**src/design/tsct_pkg.sv**
```systemverilog
// ----------------------------------------------------------------------------
// tsct_pkg: shared types for the server connection table
// Operation, state, status and segment codes, the entry word kept in RAM,
// and the command and status groups between controller and datapath.
// ----------------------------------------------------------------------------
package tsct_pkg;

  typedef enum logic [2:0] {
    OP_CREATE  = 3'd0,
    OP_ACCEPT  = 3'd1,
    OP_CLOSE   = 3'd2,
    OP_SEGMENT = 3'd3,
    OP_TICK    = 3'd4
  } op_t;

  typedef enum logic [1:0] {
    LS_CLOSED    = 2'd0,
    LS_LISTENING = 2'd1,
    LS_CONNECTED = 2'd2,
    LS_CLOSEWAIT = 2'd3
  } link_t;

  typedef enum logic [2:0] {
    ST_OK          = 3'd0,
    ST_TABLE_FULL  = 3'd1,
    ST_UNUSED_SOCK = 3'd2,
    ST_WRONG_STATE = 3'd3,
    ST_UNKNOWN     = 3'd4,
    ST_IGNORED     = 3'd5
  } status_t;

  localparam logic [2:0] SEG_SYN = 3'd0;
  localparam logic [2:0] SEG_FIN = 3'd2;

  localparam logic REPLY_SYNACK = 1'b0;
  localparam logic REPLY_FINACK = 1'b1;

  localparam logic [15:0] WAIT_MAX = 16'hFFFF;

  // One table entry as stored in the entry RAM.
  typedef struct packed {
    logic [31:0] seq;
    logic [15:0] peer;
    link_t       ls;
    logic [15:0] wait_cnt;
    logic [15:0] own;
  } entry_t;

  typedef struct packed {
    status_t     status;
    logic [2:0]  idx;
    link_t       cs;
    logic        rv;
    logic        rt;
    logic [15:0] rsrc;
    logic [15:0] rdst;
  } res_t;

  typedef enum logic [3:0] {
    ACT_NONE,
    ACT_CREATE,
    ACT_FULL,
    ACT_SOCK_BAD,
    ACT_SOCK,
    ACT_SEG,
    ACT_MISS,
    ACT_TICK,
    ACT_TICK_DONE,
    ACT_UNKNOWN
  } act_t;

  typedef enum logic [2:0] {
    C_IDLE,
    C_DISPATCH,
    C_CREATE,
    C_SOCK,
    C_SEG,
    C_TICK,
    C_FINISH
  } ctrl_state_t;

  typedef struct packed {
    logic take;
    logic scan_en;
    logic rd_sidx;
    act_t act;
    logic out_load;
  } cmd_t;

  typedef struct packed {
    op_t  op;
    logic cnt_end;
    logic cnt_free;
    logic sidx_ok;
    logic pend;
    logic match;
    logic slot_free;
  } sts_t;

  function automatic logic [2:0] low3(input logic [6:0] v);
    return v[2:0];
  endfunction

endpackage

```
**src/design/transport_server_connection_table.sv**
```systemverilog
// ----------------------------------------------------------------------------
// transport_server_connection_table: server connection table
// Creates, accepts and closes server entries, matches arriving control
// segments by port and answers with SYNACK or FINACK, and ages close-wait
// entries on each tick.
//
//   Channel | Handshake         | Contents
//   --------+-------------------+---------------------------------------------
//   in      | in_valid/in_stall | operation, socket index, ports, segment
//   out     | out_valid/out_stall | status, entry, state, reply segment
//   cfg     | cfg_valid/cfg_ready | close-wait tick limit (16 bit)
//
// A request is taken only when the sequencer is idle. Create scans the used
// bits for a free entry; segment and tick walk the entry RAM one entry per
// cycle with its registered read; accept and close access the addressed entry.
// The next request is taken in the cycle after the result is loaded.
// Reset clears the used bits, so no clearing pass of the entry RAM is needed.
// A result waits in the output register while the next request is worked on;
// a stall of out only holds back the following result.
// ----------------------------------------------------------------------------
module transport_server_connection_table #(
  parameter int ENTRIES = 8
) (
  input  logic        clk,
  input  logic        rst_n,
  input  logic        in_valid,
  output logic        in_stall,
  input  logic [2:0]  in_operation,
  input  logic [2:0]  in_socket_index,
  input  logic [15:0] in_server_port,
  input  logic [2:0]  in_seg_type,
  input  logic [15:0] in_seg_src_port,
  input  logic [15:0] in_seg_dest_port,
  input  logic [31:0] in_seg_seq,
  output logic        out_valid,
  input  logic        out_stall,
  output logic [2:0]  out_status,
  output logic [2:0]  out_entry_index,
  output logic [1:0]  out_conn_state,
  output logic        out_reply_valid,
  output logic        out_reply_type,
  output logic [15:0] out_reply_src_port,
  output logic [15:0] out_reply_dest_port,
  input  logic        cfg_valid,
  output logic        cfg_ready,
  input  logic [15:0] cfg_data
);

  tsct_pkg::cmd_t cmd;
  tsct_pkg::sts_t sts;
  tsct_pkg::res_t res;

  tsct_ctrl u_ctrl (
    .clk      (clk),
    .rst_n    (rst_n),
    .in_valid (in_valid),
    .sts      (sts),
    .cmd      (cmd)
  );

  tsct_dp #(
    .ENTRIES (ENTRIES)
  ) u_dp (
    .clk              (clk),
    .rst_n            (rst_n),
    .cmd              (cmd),
    .sts              (sts),
    .in_valid         (in_valid),
    .in_operation     (in_operation),
    .in_socket_index  (in_socket_index),
    .in_server_port   (in_server_port),
    .in_seg_type      (in_seg_type),
    .in_seg_src_port  (in_seg_src_port),
    .in_seg_dest_port (in_seg_dest_port),
    .in_seg_seq       (in_seg_seq),
    .cfg_valid        (cfg_valid),
    .cfg_data         (cfg_data),
    .out_valid        (out_valid),
    .out_stall        (out_stall),
    .out_res          (res)
  );

  assign in_stall            = !cmd.take;
  assign cfg_ready           = 1'b1;
  assign out_status          = res.status;
  assign out_entry_index     = res.idx;
  assign out_conn_state      = res.cs;
  assign out_reply_valid     = res.rv;
  assign out_reply_type      = res.rt;
  assign out_reply_src_port  = res.rsrc;
  assign out_reply_dest_port = res.rdst;

endmodule

```
**src/design/tsct_ram.sv**
```systemverilog
// ----------------------------------------------------------------------------
// tsct_ram: generic single-write, single-read RAM
// One write port and one read port with a registered read.
// ----------------------------------------------------------------------------
module tsct_ram #(
  parameter int WIDTH = 8,
  parameter int DEPTH = 8,
  parameter int AW    = (DEPTH > 1) ? $clog2(DEPTH) : 1
) (
  input  logic             clk,
  input  logic             we,
  input  logic [AW-1:0]    waddr,
  input  logic [WIDTH-1:0] wdata,
  input  logic             re,
  input  logic [AW-1:0]    raddr,
  output logic [WIDTH-1:0] rdata
);

  logic [WIDTH-1:0] mem [DEPTH];

  always_ff @(posedge clk) begin
    if (we) begin
      mem[waddr] <= wdata;
    end
    if (re) begin
      rdata <= mem[raddr];
    end
  end

endmodule

```
**src/design/tsct_ctrl.sv**
```systemverilog
// ----------------------------------------------------------------------------
// tsct_ctrl: sequencer for the connection table
// Steps each request through dispatch, an entry scan or a single entry
// access, and hands the result to the output register.
// ----------------------------------------------------------------------------
module tsct_ctrl (
  input  logic                 clk,
  input  logic                 rst_n,
  input  logic                 in_valid,
  input  tsct_pkg::sts_t       sts,
  output tsct_pkg::cmd_t       cmd
);

  tsct_pkg::ctrl_state_t state_r, state_nxt;

  always_ff @(posedge clk) begin
    if (!rst_n) begin
      state_r <= tsct_pkg::C_IDLE;
    end else begin
      state_r <= state_nxt;
    end
  end

  always_comb begin
    state_nxt = state_r;
    unique case (state_r)
      tsct_pkg::C_IDLE: begin
        if (in_valid) state_nxt = tsct_pkg::C_DISPATCH;
      end
      tsct_pkg::C_DISPATCH: begin
        unique case (sts.op)
          tsct_pkg::OP_CREATE:  state_nxt = tsct_pkg::C_CREATE;
          tsct_pkg::OP_ACCEPT,
          tsct_pkg::OP_CLOSE:   state_nxt = sts.sidx_ok ? tsct_pkg::C_SOCK
                                                        : tsct_pkg::C_FINISH;
          tsct_pkg::OP_SEGMENT: state_nxt = tsct_pkg::C_SEG;
          tsct_pkg::OP_TICK:    state_nxt = tsct_pkg::C_TICK;
          default:              state_nxt = tsct_pkg::C_FINISH;
        endcase
      end
      tsct_pkg::C_CREATE: begin
        if (sts.cnt_end || sts.cnt_free) state_nxt = tsct_pkg::C_FINISH;
      end
      tsct_pkg::C_SOCK: begin
        state_nxt = tsct_pkg::C_FINISH;
      end
      tsct_pkg::C_SEG: begin
        if ((sts.pend && sts.match) || (!sts.pend && sts.cnt_end)) begin
          state_nxt = tsct_pkg::C_FINISH;
        end
      end
      tsct_pkg::C_TICK: begin
        if (!sts.pend && sts.cnt_end) state_nxt = tsct_pkg::C_FINISH;
      end
      tsct_pkg::C_FINISH: begin
        if (sts.slot_free) state_nxt = tsct_pkg::C_IDLE;
      end
      default: state_nxt = tsct_pkg::C_IDLE;
    endcase
  end

  always_comb begin
    cmd = '{take: 1'b0, scan_en: 1'b0, rd_sidx: 1'b0,
            act: tsct_pkg::ACT_NONE, out_load: 1'b0};
    unique case (state_r)
      tsct_pkg::C_IDLE: begin
        cmd.take = 1'b1;
      end
      tsct_pkg::C_DISPATCH: begin
        unique case (sts.op)
          tsct_pkg::OP_CREATE,
          tsct_pkg::OP_SEGMENT,
          tsct_pkg::OP_TICK: begin
          end
          tsct_pkg::OP_ACCEPT,
          tsct_pkg::OP_CLOSE: begin
            if (sts.sidx_ok) begin
              cmd.rd_sidx = 1'b1;
            end else begin
              cmd.act = tsct_pkg::ACT_SOCK_BAD;
            end
          end
          default: cmd.act = tsct_pkg::ACT_UNKNOWN;
        endcase
      end
      tsct_pkg::C_CREATE: begin
        priority if (sts.cnt_end) begin
          cmd.act = tsct_pkg::ACT_FULL;
        end else if (sts.cnt_free) begin
          cmd.act = tsct_pkg::ACT_CREATE;
        end else begin
          cmd.scan_en = 1'b1;
        end
      end
      tsct_pkg::C_SOCK: begin
        cmd.act = tsct_pkg::ACT_SOCK;
      end
      tsct_pkg::C_SEG: begin
        priority if (sts.pend && sts.match) begin
          cmd.act = tsct_pkg::ACT_SEG;
        end else if (!sts.pend && sts.cnt_end) begin
          cmd.act = tsct_pkg::ACT_MISS;
        end else begin
          cmd.scan_en = 1'b1;
        end
      end
      tsct_pkg::C_TICK: begin
        priority if (!sts.pend && sts.cnt_end) begin
          cmd.act = tsct_pkg::ACT_TICK_DONE;
        end else begin
          cmd.scan_en = 1'b1;
          if (sts.pend) cmd.act = tsct_pkg::ACT_TICK;
        end
      end
      tsct_pkg::C_FINISH: begin
        cmd.out_load = sts.slot_free;
      end
      default: begin
      end
    endcase
  end

endmodule

```
**src/design/tsct_dp.sv**
```systemverilog
// ----------------------------------------------------------------------------
// tsct_dp: datapath of the connection table
// Request registers, used bits, the entry RAM with its scan counter, the
// per-operation update logic, the result and output registers.
// ----------------------------------------------------------------------------
module tsct_dp #(
  parameter int ENTRIES = 8
) (
  input  logic                 clk,
  input  logic                 rst_n,
  input  tsct_pkg::cmd_t       cmd,
  output tsct_pkg::sts_t       sts,
  input  logic                 in_valid,
  input  logic [2:0]           in_operation,
  input  logic [2:0]           in_socket_index,
  input  logic [15:0]          in_server_port,
  input  logic [2:0]           in_seg_type,
  input  logic [15:0]          in_seg_src_port,
  input  logic [15:0]          in_seg_dest_port,
  input  logic [31:0]          in_seg_seq,
  input  logic                 cfg_valid,
  input  logic [15:0]          cfg_data,
  output logic                 out_valid,
  input  logic                 out_stall,
  output tsct_pkg::res_t       out_res
);

  localparam int IW   = (ENTRIES > 1) ? $clog2(ENTRIES) : 1;
  localparam int CNTW = $clog2(ENTRIES + 1);
  localparam int EW   = $bits(tsct_pkg::entry_t);

  // Request registers
  tsct_pkg::op_t op_r;
  logic [2:0]    sidx_r;
  logic [15:0]   sport_r;
  logic [2:0]    stype_r;
  logic [15:0]   src_r;
  logic [15:0]   dst_r;
  logic [31:0]   seq_r;

  logic [15:0]        cfg_r;
  logic [ENTRIES-1:0] used_r, used_nxt;
  logic [CNTW-1:0]    cnt_r;
  logic               pend_r;
  logic [IW-1:0]      pidx_r;
  tsct_pkg::res_t     res_r, res_nxt;
  tsct_pkg::res_t     out_r;
  logic               out_valid_r;

  logic [IW-1:0]      cnt_i, sidx_i;
  logic               cnt_end, sidx_ok, slot_free, take;
  logic               ram_we, ram_re;
  logic [IW-1:0]      ram_waddr, ram_raddr;
  tsct_pkg::entry_t   ram_wdata, ram_rdata;
  logic [EW-1:0]      rdata_bits;
  logic [15:0]        wait_inc;
  tsct_pkg::res_t     res_zero;

  assign take      = cmd.take && in_valid;
  assign cnt_i     = cnt_r[IW-1:0];
  assign sidx_i    = IW'(sidx_r);
  assign cnt_end   = (cnt_r == CNTW'(ENTRIES));
  assign sidx_ok   = ({4'b0000, sidx_r} < 7'(ENTRIES)) && used_r[sidx_i];
  assign slot_free = !out_valid_r || !out_stall;
  assign ram_rdata = tsct_pkg::entry_t'(rdata_bits);
  assign res_zero  = '{status: tsct_pkg::ST_OK, idx: 3'd0, cs: tsct_pkg::LS_CLOSED,
                       rv: 1'b0, rt: 1'b0, rsrc: 16'd0, rdst: 16'd0};

  always_comb begin
    sts.op        = op_r;
    sts.cnt_end   = cnt_end;
    sts.cnt_free  = !cnt_end && !used_r[cnt_i];
    sts.sidx_ok   = sidx_ok;
    sts.pend      = pend_r;
    sts.match     = used_r[pidx_r] && (ram_rdata.own == dst_r);
    sts.slot_free = slot_free;
  end

  always_ff @(posedge clk) begin
    if (take) begin
      op_r    <= tsct_pkg::op_t'(in_operation);
      sidx_r  <= in_socket_index;
      sport_r <= in_server_port;
      stype_r <= in_seg_type;
      src_r   <= in_seg_src_port;
      dst_r   <= in_seg_dest_port;
      seq_r   <= in_seg_seq;
    end
    if (cmd.scan_en && !cnt_end) begin
      pidx_r <= cnt_i;
    end
    res_r <= res_nxt;
    if (cmd.out_load) begin
      out_r <= res_r;
    end
  end

  always_ff @(posedge clk) begin
    if (!rst_n) begin
      cfg_r       <= 16'd1;
      used_r      <= '0;
      cnt_r       <= '0;
      pend_r      <= 1'b0;
      out_valid_r <= 1'b0;
    end else begin
      if (cfg_valid) cfg_r <= cfg_data;
      used_r <= used_nxt;
      if (take) begin
        cnt_r  <= '0;
        pend_r <= 1'b0;
      end else if (cmd.scan_en) begin
        pend_r <= !cnt_end;
        if (!cnt_end) cnt_r <= cnt_r + CNTW'(1);
      end
      if (cmd.out_load) begin
        out_valid_r <= 1'b1;
      end else if (!out_stall) begin
        out_valid_r <= 1'b0;
      end
    end
  end

  // Entry RAM: one read per scan step or for the addressed socket.
  assign ram_re    = (cmd.scan_en && !cnt_end) || cmd.rd_sidx;
  assign ram_raddr = cmd.rd_sidx ? sidx_i : cnt_i;

  tsct_ram #(
    .WIDTH (EW),
    .DEPTH (ENTRIES)
  ) u_entry_ram (
    .clk   (clk),
    .we    (ram_we),
    .waddr (ram_waddr),
    .wdata (EW'(ram_wdata)),
    .re    (ram_re),
    .raddr (ram_raddr),
    .rdata (rdata_bits)
  );

  assign wait_inc = (ram_rdata.wait_cnt < tsct_pkg::WAIT_MAX) ?
                    ram_rdata.wait_cnt + 16'd1 : ram_rdata.wait_cnt;

  always_comb begin
    ram_we    = 1'b0;
    ram_waddr = pidx_r;
    ram_wdata = ram_rdata;
    used_nxt  = used_r;
    res_nxt   = res_r;
    unique case (cmd.act)
      tsct_pkg::ACT_NONE: begin
      end
      tsct_pkg::ACT_CREATE: begin
        ram_we    = 1'b1;
        ram_waddr = cnt_i;
        ram_wdata = '{seq: 32'd0, peer: 16'd0, ls: tsct_pkg::LS_CLOSED,
                      wait_cnt: 16'd0, own: sport_r};
        used_nxt[cnt_i] = 1'b1;
        res_nxt     = res_zero;
        res_nxt.idx = tsct_pkg::low3(7'(cnt_r));
      end
      tsct_pkg::ACT_FULL: begin
        res_nxt        = res_zero;
        res_nxt.status = tsct_pkg::ST_TABLE_FULL;
      end
      tsct_pkg::ACT_SOCK_BAD: begin
        res_nxt        = res_zero;
        res_nxt.status = tsct_pkg::ST_UNUSED_SOCK;
        res_nxt.idx    = sidx_r;
      end
      tsct_pkg::ACT_SOCK: begin
        res_nxt     = res_zero;
        res_nxt.idx = sidx_r;
        if (op_r == tsct_pkg::OP_ACCEPT) begin
          ram_we       = 1'b1;
          ram_waddr    = sidx_i;
          ram_wdata.ls = tsct_pkg::LS_LISTENING;
          res_nxt.cs   = tsct_pkg::LS_LISTENING;
        end else begin
          // Clearing the used bit frees the entry; its RAM word is dead.
          used_nxt[sidx_i] = 1'b0;
          if (ram_rdata.ls != tsct_pkg::LS_CLOSED) begin
            res_nxt.status = tsct_pkg::ST_WRONG_STATE;
          end
        end
      end
      tsct_pkg::ACT_SEG: begin
        res_nxt      = res_zero;
        res_nxt.idx  = tsct_pkg::low3(7'(pidx_r));
        res_nxt.rsrc = ram_rdata.own;
        res_nxt.rdst = src_r;
        priority if ((ram_rdata.ls == tsct_pkg::LS_LISTENING ||
                      ram_rdata.ls == tsct_pkg::LS_CONNECTED) &&
                     stype_r == tsct_pkg::SEG_SYN) begin
          ram_we         = 1'b1;
          ram_wdata.ls   = tsct_pkg::LS_CONNECTED;
          ram_wdata.peer = src_r;
          ram_wdata.seq  = seq_r;
          res_nxt.cs     = tsct_pkg::LS_CONNECTED;
          res_nxt.rv     = 1'b1;
          res_nxt.rt     = tsct_pkg::REPLY_SYNACK;
        end else if (ram_rdata.ls == tsct_pkg::LS_CONNECTED &&
                     stype_r == tsct_pkg::SEG_FIN) begin
          ram_we             = 1'b1;
          ram_wdata.ls       = tsct_pkg::LS_CLOSEWAIT;
          ram_wdata.wait_cnt = 16'd0;
          res_nxt.cs         = tsct_pkg::LS_CLOSEWAIT;
          res_nxt.rv         = 1'b1;
          res_nxt.rt         = tsct_pkg::REPLY_FINACK;
        end else if (ram_rdata.ls == tsct_pkg::LS_CLOSEWAIT &&
                     stype_r == tsct_pkg::SEG_FIN) begin
          // A repeated FIN only resends the FINACK; the counter keeps running.
          res_nxt.cs = tsct_pkg::LS_CLOSEWAIT;
          res_nxt.rv = 1'b1;
          res_nxt.rt = tsct_pkg::REPLY_FINACK;
        end else begin
          res_nxt.status = tsct_pkg::ST_IGNORED;
          res_nxt.cs     = ram_rdata.ls;
          res_nxt.rsrc   = 16'd0;
          res_nxt.rdst   = 16'd0;
        end
      end
      tsct_pkg::ACT_MISS: begin
        res_nxt        = res_zero;
        res_nxt.status = tsct_pkg::ST_UNKNOWN;
      end
      tsct_pkg::ACT_TICK: begin
        if (used_r[pidx_r] && ram_rdata.ls == tsct_pkg::LS_CLOSEWAIT) begin
          ram_we             = 1'b1;
          ram_wdata.wait_cnt = wait_inc;
          if (wait_inc > cfg_r) ram_wdata.ls = tsct_pkg::LS_CLOSED;
        end
      end
      tsct_pkg::ACT_TICK_DONE: begin
        res_nxt = res_zero;
      end
      tsct_pkg::ACT_UNKNOWN: begin
        res_nxt        = res_zero;
        res_nxt.status = tsct_pkg::ST_IGNORED;
      end
      default: begin
      end
    endcase
  end

  assign out_valid = out_valid_r;
  assign out_res   = out_r;

endmodule

```
**config.mk**
```make
export PLATFORM = sky130hd
export DESIGN_NAME = transport_server_connection_table
export DESIGN_NICKNAME = d
export VERILOG_FILES = /design/src/design/tsct_pkg.sv /design/src/design/transport_server_connection_table.sv /design/src/design/tsct_ram.sv /design/src/design/tsct_ctrl.sv /design/src/design/tsct_dp.sv
export SDC_FILE = /design/constraint.sdc
export NUM_CORES = 1
export LEC_CHECK = 0
export ABC_AREA = 1
export BUFFER_PORTS_ARGS = -buffer_cell sky130_fd_sc_hd__buf_2
export CORE_MARGIN = 1.5
export CORE_UTILIZATION = 40
export DETAILED_ROUTE_END_ITERATION = 16
export GPL_ROUTABILITY_DRIVEN = 0
export GPL_TIMING_DRIVEN = 0
export PLACE_DENSITY = 0.54
export SLEW_MARGIN = 5
export SYNTH_ARGS = -nofsm -noshare
export SYNTH_HDL_FRONTEND = slang
export SYNTH_SLANG_ARGS = --single-unit
```
**constraint.sdc**
```tcl
create_clock -name clk -period 7.21 [get_ports clk]
set_clock_uncertainty 0.2 [all_clocks]
set_input_delay 0.3605 -clock clk [delete_from_list [all_inputs] [get_ports clk]]
set_output_delay 0.3605 -clock clk [all_outputs]
set_load 0.05 [all_outputs]
```
==> flow_summary.toml <==
[run_status]
status = "complete, no violations"

[cells_and_area]
design_area_um2 = 25800
fin_nets = 2515
post-route-util_pct = 49.1
drive_above_1_share_pct = 12.8
syn2layout_area_growth_pct = 20.9
antenna_cells = 0

[setup_path]
worstSetupEndpointType = "flop"
slowest_stage = "edfxtp_1"
timing.rr.start = "u_dp.u_entry_ram.rdata[16]"
arrival_ns = 4.15
worstPathMaxFanout = 8
crit_buf_inv = 1
cp-start-kind = "flop"
cpMostUsedCell = "nand2_1"
worstSetupPathType = "flop to flop"
cpPeakStageDelay_ns = 0.61
r2r_end = "u_dp.u_entry_ram.mem[1][33]"
regToRegSetupSlack_ns = 3.13
cp.required_ns = 7.28
path_delay_family = "simple AND/OR/NAND/NOR gates"
rr_worst_depth = 20
worstPathCellList = "ha_1 > nand3_1 > nor2_1 > nand2_1 > nor2_1 > nand2_1 > nand3_1 > xor2_1 > inv_1 > ha_1 > nand2_1 > o21a_1 > o21ai_0 > nand3_1 > nand3_1 > nand2_1 > nand2_1 > nand2_1 > nand2_1 > nand2_1"

[clock_tree]
path_clk_slew_ns = 0.06
htreeDepth = 2
numCtsBuffers = 52
clock_sinks = 483
cts_tree = "built"
root_buffer = "clkbuf_16"
clk_latency_ns = 0.60
cts_resized = 0
clk_path_buf_depth = 3

[timing]
min_period_ns = 4.08
rsz0062_at_grt = "no"
post-route-period-util_pct = 56.6
maxSlewViolCount = 0
slew_headroom_pct = 7.79
setup_viol = 0
hold_violations = 0
fmax_mhz = 245
worst_pin_slew_ns = 1.37
final.setup.tns_ns = 0

[logic_synthesis]
ys_ff_latch = 483
yosysSeqAreaShare_pct = 66.3
netlist.area_leader.share_pct = 63.2
yosysUniqueCellTypes = 42
ys_warn_count = 0
synthCells = 2106
yosys.area.top_type = "edfxtp_1"
netlist_area_um2 = 21400
synth_area_leaders = "edfxtp_1 63%, nand2_1 12%, inv_1 5.7%"
syn_nets = 2238
synth_area_per_cell_um2 = 10.2

[grt]
grt_pass1_wl_um = 83000
gr-total-overflow = 0
grt_pass1_vias = 14300
track_usage_pct = 20.1
grt_max_degree = 33
antenna_found_initial = 0

[worst_hold_path]
hold_path_end = "u_ctrl.state_r[1]"
min_path_cells = 5
hold_class = "input port to flop"
min_from = "in_valid"

[floorplan]
die_h_um = 234
start_util_pct = 40.6
core_um2 = 52700
pin_count = 155
dieWidth_um = 234
die_area_um2 = 54900
fp-row-count = 84

[power]
leakage_nw = 11.0
peakVddDrop_mv = 0.164
power_density_nw_per_um2 = 364

[route]
ant_nets = 0
wirelength_um = 55300
wl_per_cell_um = 17.8
drc = 0
vias = 15100
post_drt_via_cell_ratio = 4.87
drtPass1Iterations = 7
drt-initial-drc-count = 1203

[flow_run]
cap_violations = 0

[place]
portBuffers = 120
place_area_um2 = 23200
dp_hpwl_um = 37700
==> cell usage after synthesis <==
master / number
a21oi_1: 47
o41ai_1: 8
nand3b_1: 1
ha_1: 22
o21ai_1: 4
o21ai_0: 55
buf_2: 40
buf_1: 1
o21bai_1: 4
o21a_1: 1
buf_8: 3
nand2_2: 13
clkbuf_1: 27
nor2_2: 1
nor4_1: 2
conb_1: 1
inv_4: 1
nor2_4: 2
o21ai_2: 2
clkinv_1: 4
nor3_1: 19
o31ai_1: 1
buf_6: 6
inv_1: 326
buf_4: 5
nor3_2: 1
xor2_1: 11
nand2_4: 2
edfxtp_1: 450
or2_2: 3
dfxtp_1: 33
o211ai_1: 19
xnor2_1: 4
a31o_2: 1
o22ai_1: 2
nand4_1: 32
a41oi_1: 1
nand3_1: 175
inv_2: 8
nand2_1: 679
nor2_1: 88
a31oi_1: 1
==> cells by family after synthesis <==
group,count (synthesis),share of synthesized area [%]
compound gates,146,3.94
xor+xnor,15,0.614
fa+ha+maj,22,1.29
buf+inv,421,8.09
flops,483,66.3
other cells,1,0.0175
simple gates,1018,19.8
==> what timing repair did <==
| action | CTS | global route |
|---|---|---|
| hold endpoints to repair | 76 | 0 |
| hold buffers | 90 | 0 |
| buffers inserted | 0 | 0 |
==> how the worst max path moves through the flow <==
stage / cells past startpoint / end / slack [ns] / from
finish: 20 / u_dp.u_entry_ram.mem[1][33] / 3.13 / u_dp.u_entry_ram.rdata[16]
global route: 19 / u_dp.u_entry_ram.mem[0][33] / 2.80 / u_dp.u_entry_ram.rdata[18]
CTS: 9 / u_dp.u_entry_ram.mem[7][11] / 3.17 / u_dp.cnt_r[0]
detailed placement: 9 / u_dp.u_entry_ram.mem[7][11] / 3.19 / u_dp.cnt_r[0]
global placement: 9 / u_dp.u_entry_ram.mem[5][11] / 1.35 / u_dp.cnt_r[0]
floorplan: 3 / u_dp.dst_r[0] / 3.23 / u_ctrl.state_r[0]
==> where the power goes <==
group / switching, mW / internal [mW] / leakage [nW] / total (mW)
Combinational: 1.91 / 0.724 / 5.72 / 2.64
Clock: 1.10 / 1.59 / 0.842 / 2.69
Sequential: 0.197 / 3.88 / 4.40 / 4.08
==> stage by stage <==
| stage | setup slack (ns) | total power [mW] | instances | hold WS, ns |
|---|---|---|---|---|
| 2_1_floorplan | 3.23 | 5.74 | 2106 | 0.200 |
| 3_3_place_gp | 1.35 | 6.63 | 2914 | 0.200 |
| 3_5_place_dp | 3.19 | 6.73 | 2927 | 0.205 |
| 4_1_cts | 3.17 | 9.48 | 3110 | 0.0386 |
| 5_1_grt | 2.80 | 9.91 | 3110 | 0.0988 |
| 6_report | 3.13 | 9.41 | 3110 | 0.0899 |
==> layout by cell type, fill, tap and decap left out, types with 14 or more instances in the layout <==
master and instances:
o21ai_0 52, ha_1 22, buf_2 160, nand3_1 175, clkinv_1 15, a21oi_1 46, nand4_1 32, nand2_1 678
clkbuf_1 30, inv_1 326, nor3_1 19, nor2_1 79, dlygate4sd3_1 90, edfxtp_1 450, clkbuf_16 53, dfxtp_1 33
o211ai_1 19, nand2_2 14
==> worst reg2reg max path, delay by kind of cell (launching register included) <==
family	cells	cell delay [ns]
and+or+nand+nor	14	1.66
DFF	1	0.61
adders and majority gates	2	0.55
AOI/OAI and AO/OA	2	0.35
xor gates and xnor gates	1	0.31
buffers and inverters	1	0.08
==> sequential cells by signal, indices dropped and copies added, names as in the netlist <==
register,flops
u_ctrl.state_r,3
u_dp.out_res,42
u_dp.sidx_i,3
u_dp.sport_r,16
u_dp.cnt_r,4
u_dp.out_valid,1
u_dp.dst_r,16
u_dp.u_entry_ram.rdata,34
u_dp.op_r,3
u_dp.used_r,8
u_dp.pend_r,1
u_dp.res_r,42
u_dp.pidx_r,3
u_dp.src_r,16
u_dp.stype_r,3
u_dp.cfg_r,16
u_dp.u_entry_ram.mem,272
==> area by class of cell <==
type / instances / area, um2
inverters: 339 / 1270
well taps: 688 / 861
repair buffers: 223 / 1800
clock buffers: 56 / 1340
flip-flops and latches: 483 / 14200
clock inverters: 37 / 377
plain buffers: 82 / 455
multi-input cells: 1202 / 5570
fillers: 4747 / 26800
==> layer usage <==
metal | up-vias | part of all wire, % | GRT usage [%]
li1 | 7465 | - | -
met1 | 7177 | 45 | 27.0
met2 | 400 | 47 | 33.2
met3 | 90 | 5.6 | 3.72
met4 | 0 | 2.5 | 6.19
met5 | - | 0 | 0
(Power assumes the default switching activity.)
